### src/sv/srle_pkg.sv
`timescale 1ns / 1ps

package srle_pkg;

    localparam int PIX_W  = 8;
    localparam int RUN_W  = 13;
    localparam int LEN_W  = 16;
    localparam int CNT_W  = 7;
    localparam int CFG_W  = 13;
    localparam int Q_AW   = 2;
    localparam int Q_DEPTH = 1 << Q_AW;

    localparam logic [PIX_W-1:0] PKT_MARK = 8'h80;

    localparam logic [0:0] CFG_LINE_WIDTH = 1'b0;
    localparam logic [0:0] CFG_LINE_TOTAL = 1'b1;

    typedef enum logic [2:0] {
        PH_LEN_LO    = 3'd0,
        PH_LEN_HI    = 3'd1,
        PH_HEADER    = 3'd2,
        PH_RUN_VALUE = 3'd3,
        PH_LITERAL   = 3'd4,
        PH_SKIP      = 3'd5,
        PH_DONE      = 3'd6
    } t_phase;

    typedef struct packed {
        logic [PIX_W-1:0] pixel;
        logic [RUN_W-1:0] run_length;
        logic             line_done;
        logic             image_done;
        logic             last_of_item;
    } t_run;

    // results produced by one accepted byte: count is 0, 1 or 2
    typedef struct packed {
        logic [1:0] count;
        t_run       first;
        t_run       second;
    } t_push;

endpackage

### src/sv/srle_byte_if.sv
`timescale 1ns / 1ps

interface srle_byte_if;
    logic                      valid;
    logic                      ready;
    logic [srle_pkg::PIX_W-1:0] data_byte;

    modport source (output valid, output data_byte, input ready);
    modport sink   (input valid, input data_byte, output ready);
endinterface

### src/sv/srle_run_if.sv
`timescale 1ns / 1ps

interface srle_run_if;
    logic                      valid;
    logic                      ready;
    logic [srle_pkg::PIX_W-1:0] pixel;
    logic [srle_pkg::RUN_W-1:0] run_length;
    logic                      line_done;
    logic                      image_done;
    logic                      last_of_item;

    modport source (output valid, output pixel, output run_length, output line_done,
                    output image_done, output last_of_item, input ready);
    modport sink   (input valid, input pixel, input run_length, input line_done,
                    input image_done, input last_of_item, output ready);
endinterface

### src/sv/scanline_rle_image_decoder_core.sv
`timescale 1ns / 1ps

// Scanline run-length decoder. The compressed image body (file header already
// removed) enters one byte per transaction on i_byte. Each line is a
// little-endian 16-bit byte count followed by packets: 0x81..0xFF repeats the
// next byte, 0x01..0x7F copies literal bytes, 0x00/0x80 ends the line early.
// Decoded pixels leave on o_run as run descriptors (pixel, run_length) clipped
// to line_width; every line closes with a padding run that carries line_done,
// and image_done on the final line. Bytes after the final line are swallowed.
//
// Throughput: one byte per cycle while i_byte.ready is high. Each result is
// registered in the output queue (one register stage) before it shows on
// o_run. A byte yields at most two results, so the queue fills when
// o_run drains slower than one per cycle; i_byte.ready drops while more than
// two entries wait and rises again as soon as the receiver takes them. A
// stalled receiver loses nothing.
//
// Reset (synchronous, active low) empties the queue, returns the parser to
// the length-low byte of line zero and loads line_width = 320, line_total = 200.
// Write registers through i_cfg_* only while the block is idle.
module scanline_rle_image_decoder_core #(
    parameter int MAX_WIDTH = 4096
) (
    input  logic                        i_clk,
    input  logic                        i_rst_n,
    srle_byte_if.sink                   i_byte,
    srle_run_if.source                  o_run,
    input  logic                        i_cfg_we,
    input  logic [0:0]                  i_cfg_idx,
    input  logic [srle_pkg::CFG_W-1:0]  i_cfg_wdata
);

    // cap the width limit to what the 13-bit register can express
    localparam logic [srle_pkg::RUN_W-1:0] WIDTH_CAP =
        (MAX_WIDTH > 8191) ? 13'h1FFF : srle_pkg::RUN_W'(MAX_WIDTH);

    logic [srle_pkg::CFG_W-1:0] r_line_width;
    logic [srle_pkg::CFG_W-1:0] r_line_total;
    logic [srle_pkg::RUN_W-1:0] eff_width;
    logic                       accept;
    logic                       q_room;
    logic                       q_valid;
    srle_pkg::t_run             q_head;
    srle_pkg::t_push            push;

    // configuration registers; unknown indexes are dropped
    always_ff @(posedge i_clk) begin
        if (!i_rst_n) begin
            r_line_width <= 13'd320;
            r_line_total <= 13'd200;
        end else if (i_cfg_we) begin
            case (i_cfg_idx)
                srle_pkg::CFG_LINE_WIDTH: r_line_width <= i_cfg_wdata;
                srle_pkg::CFG_LINE_TOTAL: r_line_total <= i_cfg_wdata;
                default: ;
            endcase
        end
    end

    assign eff_width = (r_line_width < WIDTH_CAP) ? r_line_width : WIDTH_CAP;

    // advance the parser on every input transaction
    assign i_byte.ready = q_room;
    assign accept       = i_byte.valid && q_room;

    srle_dec u_dec (
        .i_clk       (i_clk),
        .i_rst_n     (i_rst_n),
        .i_accept    (accept),
        .i_data_byte (i_byte.data_byte),
        .i_eff_width (eff_width),
        .i_line_total(r_line_total),
        .o_push      (push)
    );

    // hold results until the receiver takes them
    srle_outq u_outq (
        .i_clk   (i_clk),
        .i_rst_n (i_rst_n),
        .i_push  (push),
        .i_pop   (o_run.ready),
        .o_room  (q_room),
        .o_valid (q_valid),
        .o_head  (q_head)
    );

    assign o_run.valid        = q_valid;
    assign o_run.pixel        = q_head.pixel;
    assign o_run.run_length   = q_head.run_length;
    assign o_run.line_done    = q_head.line_done;
    assign o_run.image_done   = q_head.image_done;
    assign o_run.last_of_item = q_head.last_of_item;

    // input stalls only while results are waiting
    a_stall_has_data: assert property (@(posedge i_clk) disable iff (!i_rst_n)
        !q_room |-> q_valid)
        else $error("input stalled with empty output queue");

    // a transaction that produces results shows one on the next cycle
    a_result_shows: assert property (@(posedge i_clk) disable iff (!i_rst_n)
        (push.count != 2'd0) |=> q_valid)
        else $error("produced result not presented");

    // a byte with two results is a pixel run followed by the line end
    a_pair_order: assert property (@(posedge i_clk) disable iff (!i_rst_n)
        (push.count == 2'd2) |-> (push.second.line_done && !push.first.line_done
                                  && !push.first.last_of_item))
        else $error("two-result transaction out of order");

    // image end only comes with a line end
    a_image_line: assert property (@(posedge i_clk) disable iff (!i_rst_n)
        (q_valid && q_head.image_done) |-> q_head.line_done)
        else $error("image_done without line_done");

endmodule

### src/sv/srle_dec.sv
`timescale 1ns / 1ps

module srle_dec (
    input  logic                        i_clk,
    input  logic                        i_rst_n,
    input  logic                        i_accept,
    input  logic [srle_pkg::PIX_W-1:0]  i_data_byte,
    input  logic [srle_pkg::RUN_W-1:0]  i_eff_width,
    input  logic [srle_pkg::CFG_W-1:0]  i_line_total,
    output srle_pkg::t_push             o_push
);

    srle_pkg::t_phase              r_phase,       n_phase;
    logic [srle_pkg::PIX_W-1:0]    r_len_lo,      n_len_lo;
    logic [srle_pkg::LEN_W-1:0]    r_bytes_left,  n_bytes_left;
    logic [srle_pkg::CNT_W-1:0]    r_lit_left,    n_lit_left;
    logic [srle_pkg::CNT_W-1:0]    r_run_count,   n_run_count;
    logic [srle_pkg::RUN_W-1:0]    r_column,      n_column;
    logic [srle_pkg::CFG_W-1:0]    r_line_index,  n_line_index;

    logic                          finished;
    logic [srle_pkg::LEN_W-1:0]    bytes_dec;
    logic [srle_pkg::LEN_W-1:0]    len_new;
    logic [srle_pkg::RUN_W-1:0]    col_base;
    logic [srle_pkg::RUN_W-1:0]    room;
    logic [srle_pkg::RUN_W-1:0]    want;
    logic [srle_pkg::RUN_W-1:0]    take;
    logic [srle_pkg::RUN_W-1:0]    pad;
    logic [srle_pkg::CFG_W-1:0]    index_inc;
    logic                          is_last;
    logic                          emit_px;
    logic                          end_ln;
    logic                          skip_rest;
    logic [srle_pkg::CNT_W-1:0]    lit_dec;

    assign finished  = (r_phase == srle_pkg::PH_DONE) || (r_line_index >= i_line_total);
    assign emit_px   = !finished && (r_phase == srle_pkg::PH_RUN_VALUE ||
                                     r_phase == srle_pkg::PH_LITERAL);
    assign bytes_dec = r_bytes_left - 16'd1;
    assign len_new   = {i_data_byte, r_len_lo};
    assign col_base  = (r_phase == srle_pkg::PH_LEN_HI) ? '0 : r_column;
    assign room      = (i_eff_width > col_base) ? i_eff_width - col_base : '0;
    assign want      = (r_phase == srle_pkg::PH_RUN_VALUE) ?
                       {{(srle_pkg::RUN_W-srle_pkg::CNT_W){1'b0}}, r_run_count} :
                       {{(srle_pkg::RUN_W-1){1'b0}}, 1'b1};
    assign take      = emit_px ? ((want < room) ? want : room) : '0;
    assign pad       = room - take;
    assign index_inc = r_line_index + 13'd1;
    assign is_last   = index_inc >= i_line_total;
    assign lit_dec   = (r_lit_left != '0) ? r_lit_left - 7'd1 : r_lit_left;

    // next state
    always_comb begin
        n_phase      = r_phase;
        n_len_lo     = r_len_lo;
        n_bytes_left = r_bytes_left;
        n_lit_left   = r_lit_left;
        n_run_count  = r_run_count;
        n_column     = r_column;
        n_line_index = r_line_index;
        end_ln       = 1'b0;
        skip_rest    = 1'b0;
        if (finished) begin
            n_phase = srle_pkg::PH_DONE;
        end else begin
            case (r_phase)
                srle_pkg::PH_LEN_LO: begin
                    n_len_lo = i_data_byte;
                    n_phase  = srle_pkg::PH_LEN_HI;
                end
                srle_pkg::PH_LEN_HI: begin
                    n_bytes_left = len_new;
                    n_column     = '0;
                    if (len_new == '0) end_ln = 1'b1;
                    else               n_phase = srle_pkg::PH_HEADER;
                end
                srle_pkg::PH_HEADER: begin
                    n_bytes_left = bytes_dec;
                    if (i_data_byte == '0 || i_data_byte == srle_pkg::PKT_MARK) begin
                        end_ln    = 1'b1;
                        skip_rest = 1'b1;
                    end else if (i_data_byte[7]) begin
                        n_run_count = i_data_byte[6:0];
                        if (bytes_dec == '0) end_ln = 1'b1;
                        else                 n_phase = srle_pkg::PH_RUN_VALUE;
                    end else begin
                        n_lit_left = i_data_byte[6:0];
                        if (bytes_dec == '0) end_ln = 1'b1;
                        else                 n_phase = srle_pkg::PH_LITERAL;
                    end
                end
                srle_pkg::PH_RUN_VALUE: begin
                    n_bytes_left = bytes_dec;
                    n_column     = r_column + take;
                    n_run_count  = '0;
                    if (bytes_dec == '0) end_ln = 1'b1;
                    else                 n_phase = srle_pkg::PH_HEADER;
                end
                srle_pkg::PH_LITERAL: begin
                    n_bytes_left = bytes_dec;
                    n_column     = r_column + take;
                    n_lit_left   = lit_dec;
                    if (bytes_dec == '0)    end_ln = 1'b1;
                    else if (lit_dec == '0) n_phase = srle_pkg::PH_HEADER;
                end
                srle_pkg::PH_SKIP: begin
                    if (r_bytes_left != '0) n_bytes_left = bytes_dec;
                    if (r_bytes_left == '0 || bytes_dec == '0) n_phase = srle_pkg::PH_LEN_LO;
                end
                default: begin
                    n_phase = srle_pkg::PH_DONE;
                end
            endcase
            if (end_ln) begin
                n_line_index = index_inc;
                n_column     = '0;
                n_lit_left   = '0;
                n_run_count  = '0;
                if (is_last)                              n_phase = srle_pkg::PH_DONE;
                else if (skip_rest && bytes_dec != '0)    n_phase = srle_pkg::PH_SKIP;
                else                                      n_phase = srle_pkg::PH_LEN_LO;
            end
        end
    end

    // results
    always_comb begin
        srle_pkg::t_run px_res;
        srle_pkg::t_run end_res;
        px_res.pixel         = i_data_byte;
        px_res.run_length    = take;
        px_res.line_done     = 1'b0;
        px_res.image_done    = 1'b0;
        px_res.last_of_item  = !end_ln;
        end_res.pixel        = '0;
        end_res.run_length   = pad;
        end_res.line_done    = 1'b1;
        end_res.image_done   = is_last;
        end_res.last_of_item = 1'b1;
        o_push.first  = (emit_px && take != '0) ? px_res : end_res;
        o_push.second = end_res;
        if (!i_accept)                          o_push.count = 2'd0;
        else if (emit_px && take != '0)         o_push.count = end_ln ? 2'd2 : 2'd1;
        else                                    o_push.count = end_ln ? 2'd1 : 2'd0;
    end

    always_ff @(posedge i_clk) begin
        if (!i_rst_n) begin
            r_phase      <= srle_pkg::PH_LEN_LO;
            r_len_lo     <= '0;
            r_bytes_left <= '0;
            r_lit_left   <= '0;
            r_run_count  <= '0;
            r_column     <= '0;
            r_line_index <= '0;
        end else if (i_accept) begin
            r_phase      <= n_phase;
            r_len_lo     <= n_len_lo;
            r_bytes_left <= n_bytes_left;
            r_lit_left   <= n_lit_left;
            r_run_count  <= n_run_count;
            r_column     <= n_column;
            r_line_index <= n_line_index;
        end
    end

endmodule

### src/sv/srle_outq.sv
`timescale 1ns / 1ps

module srle_outq (
    input  logic            i_clk,
    input  logic            i_rst_n,
    input  srle_pkg::t_push i_push,
    input  logic            i_pop,
    output logic            o_room,
    output logic            o_valid,
    output srle_pkg::t_run  o_head
);

    srle_pkg::t_run              r_slot [srle_pkg::Q_DEPTH];
    logic [srle_pkg::Q_AW-1:0]   r_wr_ptr, n_wr_ptr;
    logic [srle_pkg::Q_AW-1:0]   r_rd_ptr, n_rd_ptr;
    logic [srle_pkg::Q_AW:0]     r_count,  n_count;
    logic [srle_pkg::Q_AW-1:0]   wr_ptr_1;
    logic                        pop;

    assign pop      = i_pop && o_valid;
    assign wr_ptr_1 = r_wr_ptr + 1'b1;
    assign n_wr_ptr = r_wr_ptr + srle_pkg::Q_AW'(i_push.count);
    assign n_rd_ptr = r_rd_ptr + srle_pkg::Q_AW'(pop);
    assign n_count  = r_count + (srle_pkg::Q_AW+1)'(i_push.count)
                              - (srle_pkg::Q_AW+1)'(pop);

    // keep room for the worst case of two results per byte
    assign o_room  = r_count <= (srle_pkg::Q_AW+1)'(srle_pkg::Q_DEPTH - 2);
    assign o_valid = r_count != '0;
    assign o_head  = r_slot[r_rd_ptr];

    always_ff @(posedge i_clk) begin
        if (i_push.count != 2'd0) r_slot[r_wr_ptr] <= i_push.first;
        if (i_push.count == 2'd2) r_slot[wr_ptr_1] <= i_push.second;
    end

    always_ff @(posedge i_clk) begin
        if (!i_rst_n) begin
            r_wr_ptr <= '0;
            r_rd_ptr <= '0;
            r_count  <= '0;
        end else begin
            r_wr_ptr <= n_wr_ptr;
            r_rd_ptr <= n_rd_ptr;
            r_count  <= n_count;
        end
    end

endmodule
### src/flat_wrapper.sv
// flat-port wrapper written by rule: the top's interface ports become plain ports
module scanline_rle_image_decoder_core_flat 
#(
    parameter int MAX_WIDTH = 4096
)
  (i_clk, i_rst_n, i_cfg_we, i_cfg_idx, i_cfg_wdata, i_byte_valid, i_byte_data_byte, i_byte_ready, o_run_valid, o_run_pixel, o_run_run_length, o_run_line_done, o_run_image_done, o_run_last_of_item, o_run_ready);
  srle_byte_if i_byte_i ();
  srle_run_if o_run_i ();
  input  logic i_clk;
  input  logic i_rst_n;
  input  logic i_cfg_we;
  input  logic [0:0] i_cfg_idx;
  input  logic [srle_pkg::CFG_W-1:0] i_cfg_wdata;
  input wire logic [$bits(i_byte_i.valid)-1:0] i_byte_valid;
  input wire logic [$bits(i_byte_i.data_byte)-1:0] i_byte_data_byte;
  output wire logic [$bits(i_byte_i.ready)-1:0] i_byte_ready;
  output wire logic [$bits(o_run_i.valid)-1:0] o_run_valid;
  output wire logic [$bits(o_run_i.pixel)-1:0] o_run_pixel;
  output wire logic [$bits(o_run_i.run_length)-1:0] o_run_run_length;
  output wire logic [$bits(o_run_i.line_done)-1:0] o_run_line_done;
  output wire logic [$bits(o_run_i.image_done)-1:0] o_run_image_done;
  output wire logic [$bits(o_run_i.last_of_item)-1:0] o_run_last_of_item;
  input wire logic [$bits(o_run_i.ready)-1:0] o_run_ready;
  assign i_byte_i.valid = i_byte_valid;
  assign i_byte_i.data_byte = i_byte_data_byte;
  assign i_byte_ready = i_byte_i.ready;
  assign o_run_valid = o_run_i.valid;
  assign o_run_pixel = o_run_i.pixel;
  assign o_run_run_length = o_run_i.run_length;
  assign o_run_line_done = o_run_i.line_done;
  assign o_run_image_done = o_run_i.image_done;
  assign o_run_last_of_item = o_run_i.last_of_item;
  assign o_run_i.ready = o_run_ready;
  scanline_rle_image_decoder_core #(.MAX_WIDTH(MAX_WIDTH)) u_core (.i_clk(i_clk), .i_rst_n(i_rst_n), .i_byte(i_byte_i), .o_run(o_run_i), .i_cfg_we(i_cfg_we), .i_cfg_idx(i_cfg_idx), .i_cfg_wdata(i_cfg_wdata));
endmodule
### config.mk
export PLATFORM = sky130hd
export DESIGN_NAME = scanline_rle_image_decoder_core_flat
export DESIGN_NICKNAME = d
export VERILOG_FILES = /design/src/sv/srle_pkg.sv /design/src/sv/srle_byte_if.sv /design/src/sv/srle_run_if.sv /design/src/sv/scanline_rle_image_decoder_core.sv /design/src/sv/srle_dec.sv /design/src/sv/srle_outq.sv /design/src/flat_wrapper.sv
export SDC_FILE = /design/constraint.sdc
export NUM_CORES = 1
export LEC_CHECK = 0
export BUFFER_PORTS_ARGS = -buffer_cell sky130_fd_sc_hd__buf_2
export CORE_ASPECT_RATIO = 0.8
export CORE_MARGIN = 2
export CORE_UTILIZATION = 55
export DETAILED_ROUTE_END_ITERATION = 16
export PLACE_DENSITY = 0.8
export SLEW_MARGIN = 20
export SYNTH_ARGS = -nofsm -noshare
export SYNTH_HDL_FRONTEND = slang
export SYNTH_SLANG_ARGS = --single-unit
### constraint.sdc
create_clock -name i_clk -period 7.1 [get_ports i_clk]
set_clock_uncertainty 0.1 [all_clocks]
set_input_delay 1.065 -clock i_clk [delete_from_list [all_inputs] [get_ports i_clk]]
set_output_delay 1.065 -clock i_clk [all_outputs]
set_load 0.01 [all_outputs]
# Word-level counts from Yosys, hierarchy flattened
# Memories as Yosys holds them, arrays and structs flattened. A register that Yosys moved wholly into a read port is not among the register bits.
# Cells that the tools add are included.
[totals] memories=1 ramBits=96 word_cells=141 out_inout_bits=26 latch_bits=0 romBits=0 ff_bits=100
[classes] n_eq_ne=19 shift=0 n_mul=0 reduce_logical=38 bitwise_logic=2 n_lt_le_gt_ge=6 div=0 mux=52 addsub=11
[memory_table] name="u_core.u_outq.r_slot" words=4 word_bits=24 rd=1 rd_ports_with_merged_regs=1 wr=2 line_no="srle_outq.sv:13" text="srle_pkg::t_run r_slot [srle_pkg::Q_DEPTH];"
[ops] operator="13-bit two-way mux" n=6
[ops] operator="7-bit two-way mux" n=8
[ops] operator="16-bit logical NOT" n=3
[ops] operator="16-bit case mux with 3 select lines" n=1
[ops] operator="3-bit two-way mux" n=13
[ops] operator="16-bit nonzero test" n=2
[ops] operator="7-bit case mux with 2 select lines" n=2
[ops] operator="13-bit >= comparator" n=2
[ops] operator="13-bit case mux with 2 select lines" n=1
[ops] operator="13-bit subtractor" n=2
[ops] operator="24-bit two-way mux" n=1
[ops] operator="3-bit case mux with 6 select lines" n=1
[ops] operator="16-bit two-way mux" n=1
[ops] operator="16-bit by 1-bit subtractor with 16-bit output (second input constant)" n=1
[ops] operator="3-bit nonzero test" n=5
[ops] operator="13-bit by 1-bit adder with 13-bit output (second input constant)" n=1
[ops] operator="13-bit adder" n=1
[ops] operator="13-bit greater-than comparator" n=1
[ops] operator="13-bit less-than comparator (second input constant)" n=1
[ops] operator="7-bit by 13-bit less-than comparator with 1-bit output" n=1
[ops] operator="1-bit two-way mux" n=13
[ops] operator="13-bit nonzero test" n=1
[ops] operator="4-bit by 3-bit inequality test with 1-bit output (second input constant)" n=3
[ops] operator="4-bit inequality test (second input constant)" n=3
[ops] operator="33 further kinds" n=54

# Logic depth before layout (Yosys ltp)
[depth] word_depth=14 depth_mapped=36 depth_no_buf=31

# Cells and area by module
# A second synthesis with hierarchy kept.
[hier_totals] hier_cells=1334 area_unflattened_um2=13374.1
[by_module_without_submodules] module="srle_dec" instances=1 area_each_um2=7100.6 cells_each=934
[by_module_without_submodules] module="srle_outq" instances=1 area_each_um2=5167.5 cells_each=279
[by_module_without_submodules] module="scanline_rle_image_decoder_core" instances=1 area_each_um2=1106.1 cells_each=121

# Least setup slack after synthesis
# OpenSTA, ideal clock, no wires.
[synth_timing] path_kind="register to register" start="reg u_core.u_dec.r_phase[1]" end="mem u_core.u_outq.r_slot[0][15] (netlist name) (data pin)" setup_time_ps=152 path_stages_with_launch=35 slack_ps=290 path_buffers=5 arrival_ps=6557 synth_period_minus_slack_ps=6810 cell_sequence="dfxtp_1 buf_1 nor2_1 nand2_1 clkbuf_1 nand2_1 ha_1 buf_2 and4_1 nand4_1 a211o_1 a21o_1 buf_2 or2_2 ha_1 o211ai_1 a31oi_1 nor2_1 a21o_1 buf_2 nor4b_1 nor2_1 inv_1 ha_1 inv_1 fa_1 a21o_1 a21oi_1 o21bai_1 a31oi_1 o21ai_0 o41ai_1 xor2_1 nand2_1 o21ai_0"
[synth_lines] item="start: declaration" line_no="srle_dec.sv:13" text="srle_pkg::t_phase r_phase, n_phase;"
[synth_lines] item="start signal: assignment" line_no="srle_dec.sv:149" text="r_phase <= srle_pkg::PH_LEN_LO;"
[synth_lines] item="start signal: assignment" line_no="srle_dec.sv:157" text="r_phase <= n_phase;"
[synth_lines] item="end: declaration" line_no="srle_outq.sv:13"

==> summary.md <==
| Metric | Value |
|---|---|
| Result of the run | completed |
| Clock tree sinks | 196 |
| Clock root buffer | clkbuf_16 |
| Port bufs | 52 |
| Iteration count of the initial detailed-routing pass | 7 |
| Starting utilization of the core area | 55.60% |
| Hold Path Cell Cnt | 2 |
| HPWL after DPL | 24460 um |
| Area Overhead vs Synth | 9.041% |
| Non-filler cells, final | 1858 |
| Die area | 0.02478 mm^2 |
| Insertion delay to the later sink of the worst-skew pair | 0.44 ns |
| Warnings from Yosys | 0 |
| Detailed-route wire length | 34630 um |
| Syn avg cell area | 8.523 um^2 |
| Setup slack on the worst flop-to-flop path | 0.37 ns |
| Min Clock Period, post-route | 6.735 ns |
| Category of cells accounting for the largest share of critical-path delay | compound AO/OA/AOI/OAI gates |
| Library cell with the largest summed area after synthesis | dfxtp_1 |
| Post-synthesis cell type count | 84 |
| Number of enable-type register cells in the synthesized netlist | 56 |
| Area fraction of the dominant cell type after synthesis | 21.66% |
| Maximum frequency from static timing analysis | 0.1485 GHz |
| Chip width | 175.5 um |
| Startpoint of the worst hold path | u_core.r_line_width[10] |
| Via count | 11676 |
| IO Pins | 53 |
| Synth area leaders | dfxtp_1, edfxtp_1, ha_1, nand2_1, mux4_2 |
| H-Tree Depth | 4 |
| Post-synthesis instance area | 0.01294 mm^2 |
| GPL Wtd Cong | 0.9488 |
| Min Hold Slack | 0.3498 ns |
| Number of buffers and inverters on the critical path | 4 |
| Total of max-cap violations | 0 |
| # nets final | 1646 |
| Initial antenna violation count | 0 |
| Remaining global-route overflow | 0 |
| Cell count after placement | 1823 |
| Hold-critical path endpoint | u_core.r_line_width[10] |
| Worst stage delay on the critical path | 0.42 ns |
| Maximum number of buffers from clock root to sink | 2 |
| TritonCTS clock tree | yes |
| Power per cell area | 317.2 mW/mm^2 |
| Required time of the critical path | 7.15 ns |
| Number of instances in the synthesized netlist | 1518 |
| Source of the worst register-to-register timing path | u_core.u_dec.r_phase[1] |
| Drt wl/cell | 18.64 um |
| Number of buffers created by CTS | 17 |
| Most numerous cell in the Yosys netlist | nand2_1 |
| Pin slew with the least headroom to its limit | 1.058 ns |
| Row count | 50 |
| Largest net degree at the start of global routing | 54 |
| Async set-reset flop share out of synthesis | 0% |
| Post-route DRC | 0 |
| Layout cells sized above 1 | 12.10% |
| Worst setup path class | flop to flop |
| Clock slew at reported path FFs | 0.07 ns |
| Hold Vio Cnt, Final | 0 |
| #FFs+latches synth | 196 |
| Core region area | 0.02327 mm^2 |
| Top post-synthesis cells by count | nand2_1, dfxtp_1, nor2_1 |
| Final cycle utilization of the critical path | 94.86% |
| First DRT Iteration DRCs | 1355 |
| Worst hold path type | flop to flop |
| Via count of the first global-routing pass | 10640 |
| Die height | 141.2 um |
| GRT Resource Usage Total | 27.80% |
| Via count normalized by instance count | 6.284 |
| Setup crit start | u_core.u_dec.r_phase[1] |
| Crit Reg-Reg Endpoint | u_core.u_outq.r_slot[3][15] |
| Worst R2R Path Depth | 31 |
| Total setup violations reported at the end of the flow | 0 |
| Antenna diode count | 0 |
| Post-layout utilization of the core | 60.62% |
| Antenna-violating nets left | 0 |
| Highest net fanout along the worst path | 15 |
| First-pass GRT wire length | 55460 um |
| Arrival time worst endpoint | 6.78 ns |
| Number of pins with negative max-slew slack in the final report | 0 |
| Slew headroom | 28.98% |
| Main synth FF type | dfxtp_1 |
| Share of the yosys chip area belonging to registers | 34.66% |
| Slowest cell on the critical path | fa_1 |
| Largest vdd supply drop | 0.1923 mV |
| Static Leakage | 5.383 nW |
| Type of destination of the critical path | flop |
| Post-CTS Hold Buffers | 0 |
| Critical Path Start Type | flop |
-- layout make-up --
type,instances,area [um^2]
Clock buffer,18,439.2
Timing Repair Buffer,77,460.4
Fill cell,2014,9164
Multi-Input combinational cell,1181,7946
Inverter,60,232.7
Clock inverter,14,153.9
Sequential cell,196,4486
Tap cell,312,390.4
-- per-layer routing --
layer | global-route usage [%] | vias up | part of all wire (%)
met4 | 6.960 | 0 | 2.1
met2 | 43.74 | 521 | 45
li1 | - | 5564 | -
met5 | 0 | - | 0
met1 | 39.47 | 5526 | 45
met3 | 5.394 | 65 | 8.2
-- cells by family (layout without fill, tap and decap cells) --
kind of cell    Yosys count  in the layout  synth area share, %
simple gates            573            573                20.72
xor+xnor                 63             63                4.265
buf+inv                 149            169                4.661
fa+ha+maj                86             86                8.548
mux                      38             38                5.261
other cells               2             10              0.05804
compound gates          411            411                21.83
flops                   196            196                34.66
-- power by group --
| group | switching [mW] | internal (mW) | leakage, nW | total, mW |
|---|---|---|---|---|
| clock | 0.489 | 0.483 | 0.290 | 0.972 |
| combinational | 1.31 | 0.787 | 3.52 | 2.09 |
| sequential | 0.147 | 1.26 | 1.57 | 1.41 |
| total | 1.94 | 2.53 | 5.38 | 4.48 |
-- worst max-delay path by stage --
| stage | end | slack (ns) | cells after the start |
|---|---|---|---|
| finish | u_core.u_outq.r_slot[3][15] | 0.37 | 31 |
| global route | u_core.u_outq.r_slot[3][15] | -0.07 | 31 |
| CTS | u_core.u_outq.r_slot[3][15] | 0.10 | 32 |
| detailed placement | u_core.u_outq.r_slot[3][15] | -0.13 | 30 |
| global placement | u_core.u_outq.r_slot[2][15] | 0.24 | 30 |
| floorplan | u_core.u_outq.r_slot[0][15] | 0.29 | 34 |
-- flip-flops by register name, summed over array words and instances, names as in the netlist --
signal,count
u_core.u_outq.r_rd_ptr,2
u_core.r_line_width,13
u_core.r_line_total,13
u_core.u_dec.r_line_index,13
u_core.u_dec.r_lit_left,7
u_core.u_dec.r_run_count,7
u_core.u_dec.r_bytes_left,16
u_core.u_outq.r_count,3
u_core.u_dec.r_column,13
u_core.u_outq.r_slot,96
u_core.u_dec.r_phase,3
u_core.u_dec.r_len_lo,8
u_core.u_outq.r_wr_ptr,2
-- layout by cell type, fill, tap and decap left out, drive strengths merged, types with 25 or more instances in the layout --
cell type	n
xor2	25
a21oi	107
xnor2	38
inv	66
nand2b	26
dfxtp	140
edfxtp	56
ha	82
nand3	37
buf	77
nor2	137
nand2	213
a32o	35
nor3	42
o21ai	104
-- what timing repair did --
item | CTS | global route
resized for setup | 1 | 14
endpoints found under the setup margin | 4 | 88
setup buffers | 2 | 1
-- worst reg2reg max path, delay by kind of cell (launching register included) --
family / cells / cell delay [ns]
xor gates and xnor gates: 1 / 0.12
AOI/OAI and AO/OA: 13 / 2.62
buffers and inverters: 4 / 0.49
adders and majority gates: 4 / 1.11
DFF: 1 / 0.32
and+or+nand+nor: 9 / 1.70
-- metrics by stage --
step | TNS [ns] | power (mW) | instance area [um^2] | setup slack (ns)
after global placement | 0 | 3.356 | 13420 | 0.2443
after global routing | -0.1823 | 4.725 | 14110 | -0.06983
after CTS | 0 | 4.409 | 14040 | 0.1026
after detailed placement | -0.4129 | 3.410 | 13420 | -0.1299
final | 0 | 4.475 | 14110 | 0.3652
after floorplan | 0 | 2.918 | 12970 | 0.2905
(Power assumes the default switching activity.)
